### config.mk
export PLATFORM = sky130hd
export DESIGN_NAME = brf_adv
export DESIGN_NICKNAME = d
export VERILOG_FILES = /design/src/rtl/byte_ring_fifo_with_linear_span_defines.svh /design/src/rtl/brf_pkg.sv /design/src/rtl/brf_adv.sv
export SDC_FILE = /design/constraint.sdc
export NUM_CORES = 1
export LEC_CHECK = 0
export BUFFER_PORTS_ARGS = -buffer_cell sky130_fd_sc_hd__clkbuf_2
export CAP_MARGIN = 20
export CELL_PAD_IN_SITES_DETAIL_PLACEMENT = 1
export CELL_PAD_IN_SITES_GLOBAL_PLACEMENT = 1
export CORE_UTILIZATION = 37
export CTS_CLUSTER_SIZE = 30
export DETAILED_ROUTE_END_ITERATION = 10
export PLACE_DENSITY = 0.79
export SETUP_SLACK_MARGIN = 0.05
export SYNTH_ARGS = -nofsm -noshare
export SYNTH_HDL_FRONTEND = slang
export SYNTH_SLANG_ARGS = --single-unit
### constraint.sdc
create_clock -name clock -period 2.6 [get_ports clock]
set_clock_uncertainty 0.2 [all_clocks]
set_input_delay 0.52 -clock clock [delete_from_list [all_inputs] [get_ports clock]]
set_output_delay 0.52 -clock clock [all_outputs]
set_load 0.005 [all_outputs]
### src/rtl/byte_ring_fifo_with_linear_span_defines.svh
// Assertion macros shared by the byte ring FIFO RTL.
`ifndef BYTE_RING_FIFO_WITH_LINEAR_SPAN_DEFINES_SVH
`define BYTE_RING_FIFO_WITH_LINEAR_SPAN_DEFINES_SVH

`ifndef SYNTHESIS

`define BRF_ASSERT(lbl, clk, rst, prop) \
   lbl: assert property (@(posedge clk) disable iff (rst) prop) \
      else $error("brf assertion failed");

`define BRF_ASSERT_ALWAYS(lbl, clk, prop) \
   lbl: assert property (@(posedge clk) prop) \
      else $error("brf assertion failed");

`else

`define BRF_ASSERT(lbl, clk, rst, prop)

`define BRF_ASSERT_ALWAYS(lbl, clk, prop)

`endif

`endif

### src/rtl/brf_pkg.sv
// Shared widths, operation codes and state type of the byte ring FIFO.
package brf_pkg;

   localparam int DEPTH_DEFAULT = 1024;

   localparam int FUNC_W  = 2;
   localparam int DATA_W  = 8;
   localparam int COUNT_W = 11;
   localparam int POS_W   = 10;
   localparam int DROP_W  = 32;

   localparam logic [FUNC_W-1:0] FUNC_PUT     = 2'd0;
   localparam logic [FUNC_W-1:0] FUNC_GET     = 2'd1;
   localparam logic [FUNC_W-1:0] FUNC_ADVANCE = 2'd2;

   typedef enum logic [1:0] {
      ST_IDLE,
      ST_EXEC,
      ST_WRAP,
      ST_SEND
   } brf_state_type;

endpackage

### src/rtl/brf_adv.sv
// Read pointer advance: count modulo depth by reciprocal multiply, then wrapped add.
module brf_adv #(
   parameter int DEPTH = brf_pkg::DEPTH_DEFAULT,
   parameter int AW    = $clog2(DEPTH)
) (
   input  logic                        clock,
   input  logic                        load,
   input  logic [brf_pkg::COUNT_W-1:0] count,
   input  logic [AW-1:0]               rd_ptr,
   output logic [AW-1:0]               rd_ptr_next
);

   localparam int CW = brf_pkg::COUNT_W;
   localparam int PW = CW + 33;
   localparam int SW = ((AW > CW) ? AW : CW) + 1;
   localparam logic [32:0] RECIP = 33'(((64'd1 << 32) / DEPTH) + 64'd1);
   localparam logic [CW-1:0] DEPTH_C = CW'(DEPTH);
   localparam logic [SW-1:0] DEPTH_S = SW'(DEPTH);

   logic [PW-1:0] prod;
   logic [CW-1:0] quot_ff;
   logic [CW-1:0] cnt_ff;
   logic [CW-1:0] rem_in;
   logic [CW-1:0] rem_ff;
   logic [SW-1:0] sum;

   assign prod = PW'(count) * PW'(RECIP);

   always_ff @(posedge clock) begin
      if (load) begin
         quot_ff <= prod[32+CW-1:32];
         cnt_ff  <= count;
      end
   end

   assign rem_in = cnt_ff - CW'(quot_ff * DEPTH_C);

   always_ff @(posedge clock) begin
      rem_ff <= rem_in;
   end

   always_comb begin
      sum = SW'(rd_ptr) + SW'(rem_ff);
      if (sum >= DEPTH_S) begin
         sum = sum - DEPTH_S;
      end
      rd_ptr_next = AW'(sum);
   end

endmodule

# After elaboration in Yosys (flattened, before gate mapping)
# Index checks and enable logic that the tools add are counted.
[classes]
n_addsub = 3
mul = 1
magnitude_cmp = 1
muxes = 1
[op_table]
columns = ["op", "n"]
rows = [
  ["multiplier 11 x 23 -> 33 bit (second input constant)", 1],
  ["adder 10 x 11 -> 12 bit", 1],
  [">= comparator 12 x 11 -> 1 bit (second input constant)", 1],
  ["subtractor 11 bit", 1],
  ["two-way mux 10 bit", 1],
  ["subtractor 10 x 1 -> 10 bit (second input constant)", 1],
]
[word_totals]
reg_bits = 23
word_cells = 9

# Depth between registers and ports, before layout
# Gate-level depths: netlist (run 1).
[logic_depth]
ltp_word = 3
depth_mapped = 6

# Worst setup path after synthesis (run 1)
# Ideal clock, no wire load.
[synth_timing]
path_kind = "input to output"
startpoint = "in rd_ptr[0]"
endpoint = "out rd_ptr_next[8]"
arrival_ns = 1.870
setup_slack_ns = 0.010
stages = 6
cell_sequence = "ha_1 > fa_1 > a21oi_1 > o211ai_1 > o41ai_1 > xnor2_1"
[synth_between]
elab_chain_cells = 3
elab_cells_between_ends = 4
classes_between = "add/sub (2); order compare (1); mux (1)"
[synth_rtl]
columns = ["element", "line_no", "source"]
rows = [
  ["from (decl)", "brf_adv.sv:9", "input logic [AW-1:0] rd_ptr,"],
  ["adder 10 x 11 -> 12 bit (*)", "brf_adv.sv:43", "sum = SW'(rd_ptr) + SW'(rem_ff);"],
  ["subtractor 10 x 1 -> 10 bit / >= comparator 12 x 11 -> 1 bit (equally long branches)", "brf_adv.sv:45, brf_adv.sv:44", ""],
  ["two-way mux 10 bit (*)", "brf_adv.sv:44", "if (sum >= DEPTH_S) begin"],
  ["to (decl)", "brf_adv.sv:10", "output logic [AW-1:0] rd_ptr_next"],
]
# Every way passes the cells marked *; elsewhere a longest branch is shown, timed or not.

# Worst setup path in the final report (run 1)
# Ends and elaborated chain as after synthesis.

==> results.json, run 1 <==
{
  "core_um2": 2300,
  "wl_per_cell_um": 14.4,
  "dpl-instance-area_um2": 1190,
  "combPwrFrac_pct": 34.6,
  "wl_um": 2080,
  "nNetsFinal": 152,
  "gp_congestion": 0.752,
  "min_period_over_period_pct": 103,
  "irDropWorstVdd_mv": 0.354,
  "syn_nets": 103,
  "drv_slew": 0,
  "numCtsBuffers": 3,
  "p_sw_share_pct": 27.0,
  "ant_nets": 0,
  "required_ps": 1880,
  "synth_area_um2": 931,
  "yosys_warnings": 0,
  "seq_area_frac_synth_pct": 53.8,
  "start_util_pct": 40.5,
  "insertedDiodeCount": 0,
  "intPower_w": 0.000556,
  "rsz0062_at_grt": "true",
  "grt_pass1_wl_um": 3200,
  "power_density_nw_per_um2": 566,
  "track_usage_pct": 16.5,
  "grt_overflow_total": 0,
  "yosys_register_bits": 20,
  "dpl.hpwl_um": 1510,
  "holdWs_ps": 149,
  "r2r_start": "cnt_ff[7]$_DFFE_PP_",
  "tightest_slew_ps": 347,
  "hold_path_class": "register to register",
  "antenna_found_initial": 0,
  "ioPinCount": 33,
  "slew_headroom_pct": 76.9,
  "fmax_mhz": 373,
  "crit_start": "rd_ptr[0]",
  "cp_slowest_cell": "fa_2",
  "violations": "setup timing",
  "grt_pass1_vias": 742,
  "drt_iter0_drc": 2,
  "postLayoutCellArea_um2": 1350,
  "setup_tns_ps": -200,
  "max_stage_delay_ps": 350,
  "numClockSinks": 20,
  "hold_viol": 0,
  "drc_errors": 0,
  "synthCells": 70,
  "die-area_um2": 2720,
  "cts_tree": "yes",
  "status": "finished with violations",
  "routed_via_density": 4.92,
  "p_leak_nw": 0.599,
  "mostFrequentLayoutCells": "clkbuf_2, buf_4, edfxtp_1",
  "r2r_end": "rem_ff[7]$_DFF_P_",
  "clockRootBuffer": "clkbuf_4",
  "cp_max_fo": 2,
  "avgSynthCellArea_um2": 13.3,
  "clockPowerShare_pct": 17.0,
  "layout.cells.most_common": "clkbuf_2",
  "core.rowCount": 17,
  "htree_num_levels": 1,
  "max-clock-path-buffers": 2,
  "crit_path_cell_trace": "clkbuf_2 -> ha_4 -> fa_2 -> a21oi_2 -> o211ai_1 -> o41ai_2 -> xnor2_1 -> buf_2",
  "start_kind": "input port",
  "fin_ws_ps": -78.0,
  "drive_gt1_share_pct": 59.8,
  "worstPathArrival_ps": 1960,
  "clkTransAtPathRegs_ps": 90,
  "reg2regPathDepth": 0,
  "drv_cap": 0,
  "cp-endpoint": "rd_ptr_next[8]",
  "yosysUniqueCellTypes": 24,
  "grt_max_degree": 11,
  "die_h_um": 52.2,
  "clock_latency_ps": 280,
  "crit_path_end_kind": "output pin",
  "criticalPathCategory": "input port to output pin",
  "r2r_slack_ps": 1890,
  "firstDrtPassIters": 3,
  "pwr-share-seq_pct": 48.4,
  "period_needed_ps": 2680,
  "p_switching_w": 0.000206,
  "setup_viol": 3,
  "vias": 713,
  "area_growth_pct": 44.6,
  "die_x_um": 52.2,
  "port_buffers": 31
}
==> Yosys cell counts <==
cell       number  area (um^2)
a2111oi_4       1         27.5
a211oi_1        1         7.51
a21o_1          3         22.5
a21oi_1         5         25.0
and2_1          1         6.26
and3_4          2         22.5
dfxtp_1        10          200
edfxtp_1       10          300
fa_1            1         20.0
ha_1            9          113
inv_1           1         3.75
nand2_1         3         11.3
nand3_1         3         15.0
nor2_1          2         7.51
nor3_1          1         5.00
nor3_2          2         20.0
o211a_1         1         10.0
o211ai_1        2         15.0
o31ai_1         1         7.51
o41ai_1         1         8.76
or2_2           1         6.26
or3_1           1         6.26
xnor2_1         5         43.8
xor2_1          3         26.3
==> kinds of logic (layout without fill, tap and decap cells) <==
| group | after synthesis | in the layout | share of synthesized area [%] |
|---|---|---|---|
| buffers and inverters | 1 | 48 | 0.403 |
| adders and majority gates | 10 | 10 | 14.2 |
| DFF | 20 | 20 | 53.8 |
| xor gates and xnor gates | 8 | 8 | 7.53 |
| and+or+nand+nor | 16 | 16 | 10.8 |
| AOI/OAI and AO/OA | 15 | 15 | 13.3 |
==> worst min-delay path by stage <==
stage | startpoint | to | slack [ps] | cells after the start
floorplan | cnt_ff[0]$_DFFE_PP_ | rem_ff[0]$_DFF_P_ | 120 | 0
global placement | cnt_ff[9]$_DFFE_PP_ | rem_ff[9]$_DFF_P_ | 120 | 0
detailed placement | cnt_ff[0]$_DFFE_PP_ | rem_ff[0]$_DFF_P_ | 130 | 0
CTS | cnt_ff[0]$_DFFE_PP_ | rem_ff[0]$_DFF_P_ | 150 | 0
global route | cnt_ff[6]$_DFFE_PP_ | rem_ff[6]$_DFF_P_ | 160 | 0
finish | cnt_ff[0]$_DFFE_PP_ | rem_ff[0]$_DFF_P_ | 150 | 0
==> per-stage QoR <==
stage               setup WS (ps)  util [%]  total power (W)  std cells
floorplan                    71.5         -         0.000493         70
global placement             -222      51.7         0.000580        137
detailed placement           -259      51.7         0.000592        137
CTS                          -175      55.9         0.000745        142
global route                 -159      58.6         0.000806        145
finish                      -78.0      58.6         0.000762        145
==> metal layers <==
| metal | wire, um | track usage, % | vias to the layer above |
|---|---|---|---|
| met5 | 0 | 0 | - |
| met2 | 1210 | 30.1 | 12 |
| li1 | - | - | 356 |
| met3 | 40 | 1.46 | 4 |
| met1 | 792 | 18.4 | 341 |
| met4 | 41 | 9.65 | 0 |
==> cell type report <==
| cell class | count | area (um^2) |
|---|---|---|
| Multi-Input combinational cell | 49 | 526 |
| Inverter | 1 | 3.75 |
| Fill cell | 250 | 951 |
| Sequential cell | 20 | 507 |
| Clock buffer | 3 | 22.5 |
| Timing Repair Buffer | 44 | 253 |
| Tap cell | 28 | 35.0 |
==> registers in the layout, indices dropped and copies added (netlist names) <==
register / flops
cnt_ff: 10
rem_ff: 10
==> power groups by stage <==
stage,clock network (W),logic (W),registers (W)
final,0.000129,0.000264,0.000369
after global routing,0.000146,0.000289,0.000371
after CTS,0.000136,0.000242,0.000367
after detailed placement,0,0.000220,0.000372
after global placement,0,0.000210,0.000370
after floorplan,0,0.000123,0.000369
==> what timing repair did <==
item                                   in CTS  in global routing
endpoints found under the hold margin       0                  0
hold buffers                                0                  0
gates resized for setup                    11                 13
setup buffers                               2                  3
pin swaps                                   9                  9
cloned                                      0                  0
setup endpoints to repair                   6                  6
==> critical path, delay by kind of cell <==
| family | cells | cell delay, ps |
|---|---|---|
| AOI/OAI and AO/OA | 3 | 540 |
| xor gates and xnor gates | 1 | 150 |
| adders and majority gates | 2 | 510 |
| buffers and inverters | 2 | 230 |
No activity file was read; power rests on OpenSTA's default activity.
==> run 2, diff against run 1 <==
- MAX_ROUTING_LAYER: not set -> met4
- REMOVE_ABC_BUFFERS: not set -> 1
==> run 2 against run 1 <==
Compared with the run above:
- highest routed layer unchanged
- via count rose by 0.56%
- the run still ends with setup timing left
- clock-buffer cell count did not move
- critical endpoint is now rd_ptr_next[6]
- power rose by 2.4%
==> results.json, run 2 (synthesis results as in run 1) <==
{
  "status": "finished with violations",
  "violations": "setup timing",
  "antenna_found_initial": 0,
  "insertedDiodeCount": 0,
  "crit_path_end_kind": "output pin",
  "setup_tns_ps": -289,
  "dr_wl_met2_um": 1310,
  "p_total_w": 0.000780,
  "routed_via_density": 4.98,
  "firstDrtPassIters": 3,
  "die_h_um": 52.2,
  "dpl-instance-area_um2": 1180,
  "cts_tree": "yes",
  "grt_overflow_total": 0,
  "start_util_pct": 40.5,
  "power_density_nw_per_um2": 570,
  "clockRootBuffer": "clkbuf_4",
  "grt_pass1_vias": 766,
  "drive_gt1_share_pct": 60.3,
  "port_buffers": 31,
  "cts_hold_buf": 0,
  "start_kind": "input port",
  "period_needed_ps": 2730,
  "vias": 717,
  "wl_per_cell_um": 15.4,
  "min_period_over_period_pct": 105,
  "setup_viol": 5,
  "die_x_um": 52.2,
  "ioPinCount": 33,
  "required_ps": 1880,
  "htree_num_levels": 1,
  "fin_ws_ps": -132,
  "cp_max_fo": 2,
  "cp_slowest_cell": "fa_2",
  "layout.cells.most_common": "clkbuf_2",
  "drv_cap": 0,
  "numCtsBuffers": 3,
  "dpl.hpwl_um": 1540,
  "nNetsFinal": 150,
  "p_switching_w": 0.000218,
  "hold_path_class": "register to register",
  "combPwrFrac_pct": 35.0,
  "wl_met3_um": 64,
  "clock_latency_ps": 290,
  "cp_num_buf_inv": 3,
  "fillers": 248,
  "grt_max_degree": 12,
  "worstPathArrival_ps": 2010,
  "p_leak_nw": 0.599,
  "drc_errors": 0,
  "intPower_w": 0.000562,
  "criticalPathCategory": "input port to output pin",
  "core_um2": 2300,
  "grt_pass1_wl_um": 3460,
  "clkTransAtPathRegs_ps": 90,
  "track_usage_pct": 18.9,
  "whs_path_depth": 0,
  "postLayoutCellArea_um2": 1370,
  "core.rowCount": 17,
  "die-area_um2": 2720,
  "wl_um": 2210,
  "ant_nets": 0,
  "multi_input_area_um2": 546,
  "max-clock-path-buffers": 2,
  "fmax_mhz": 366,
  "tightest_slew_ps": 354,
  "mostFrequentLayoutCells": "clkbuf_2, edfxtp_1, buf_4",
  "critPathTopFamily": "adder cells",
  "hold_viol": 0,
  "drv_slew": 0,
  "gp_congestion": 0.773,
  "reg2regPathDepth": 0,
  "m1WireLength_um": 801,
  "clockPowerShare_pct": 17.6,
  "routed.top_layer": "met4",
  "max_stage_delay_ps": 350,
  "area_growth_pct": 47.0,
  "p_sw_share_pct": 27.9,
  "reg_top3": "cnt_ff (10), rem_ff (10)",
  "numClockSinks": 20,
  "cp_num_cells": 9,
  "crit_path_cell_trace": "clkbuf_2 -> ha_4 -> fa_2 -> a21oi_2 -> o211ai_1 -> buf_4 -> nor2_4 -> xnor2_2 -> buf_2",
  "drt_iter0_drc": 2,
  "irDropWorstVdd_mv": 0.502,
  "rsz0062_at_grt": "true",
  "slew_headroom_pct": 76.4,
  "pwr-share-seq_pct": 47.4,
  "ff_latch_area_um2": 508
}
[run 2: changes by cell type in the layout (fill, tap and decap cells not counted), sizes merged]
cell,change
clkbuf,-1
clkinv,+1
buf,-1
[run 2: metal layers]
layer  global-route usage, %  up-vias
met2                    36.3       16
met4                    7.46        0
met5                       -        -
li1                        -      356
met1                    19.0      341
met3                    2.34        4
[run 2: layout make-up]
cell class / instances / area share [%]
timing repair buffer: 42 / 18.3
multi-input combinational: 49 / 39.9
clock inverter: 1 / 0.274
tap: 28 / 2.56
clock buffer: 3 / 1.65
inverter: 1 / 0.274
sequential: 20 / 37.1
[run 2: worst paths after layout]
kind	from	endpoint	slack, ps
max	rd_ptr[0]	rd_ptr_next[6]	-130
min	cnt_ff[2]$_DFFE_PP_	rem_ff[2]$_DFF_P_	150
max reg2reg	cnt_ff[6]$_DFFE_PP_	rem_ff[6]$_DFF_P_	1880
min reg2reg	cnt_ff[2]$_DFFE_PP_	rem_ff[2]$_DFF_P_	150
[run 2: metrics by stage]
step,hold slack (ps),setup WS (ps),instances,utilization [%]
2_1_floorplan,123,9.90,70,-
3_3_place_gp,124,-293,137,51.4
3_5_place_dp,129,-366,137,51.4
4_1_cts,152,-180,143,58.3
5_1_grt,158,-203,144,59.6
6_report,148,-132,144,59.6
[run 2: timing repair]
action	in CTS	in global routing
setup endpoints to repair	6	6
gates cloned	0	0
pin swaps	10	10
buffers inserted	2	2
resized for setup	23	9
[run 2: power by group through the flow]
stage / clock [W] / combinational [W] / sequential [W]
after floorplan: 0 / 0.000121 / 0.000369
after global placement: 0 / 0.000208 / 0.000370
after detailed placement: 0 / 0.000220 / 0.000372
after CTS: 0.000143 / 0.000255 / 0.000368
after global routing: 0.000158 / 0.000297 / 0.000372
final: 0.000137 / 0.000273 / 0.000369
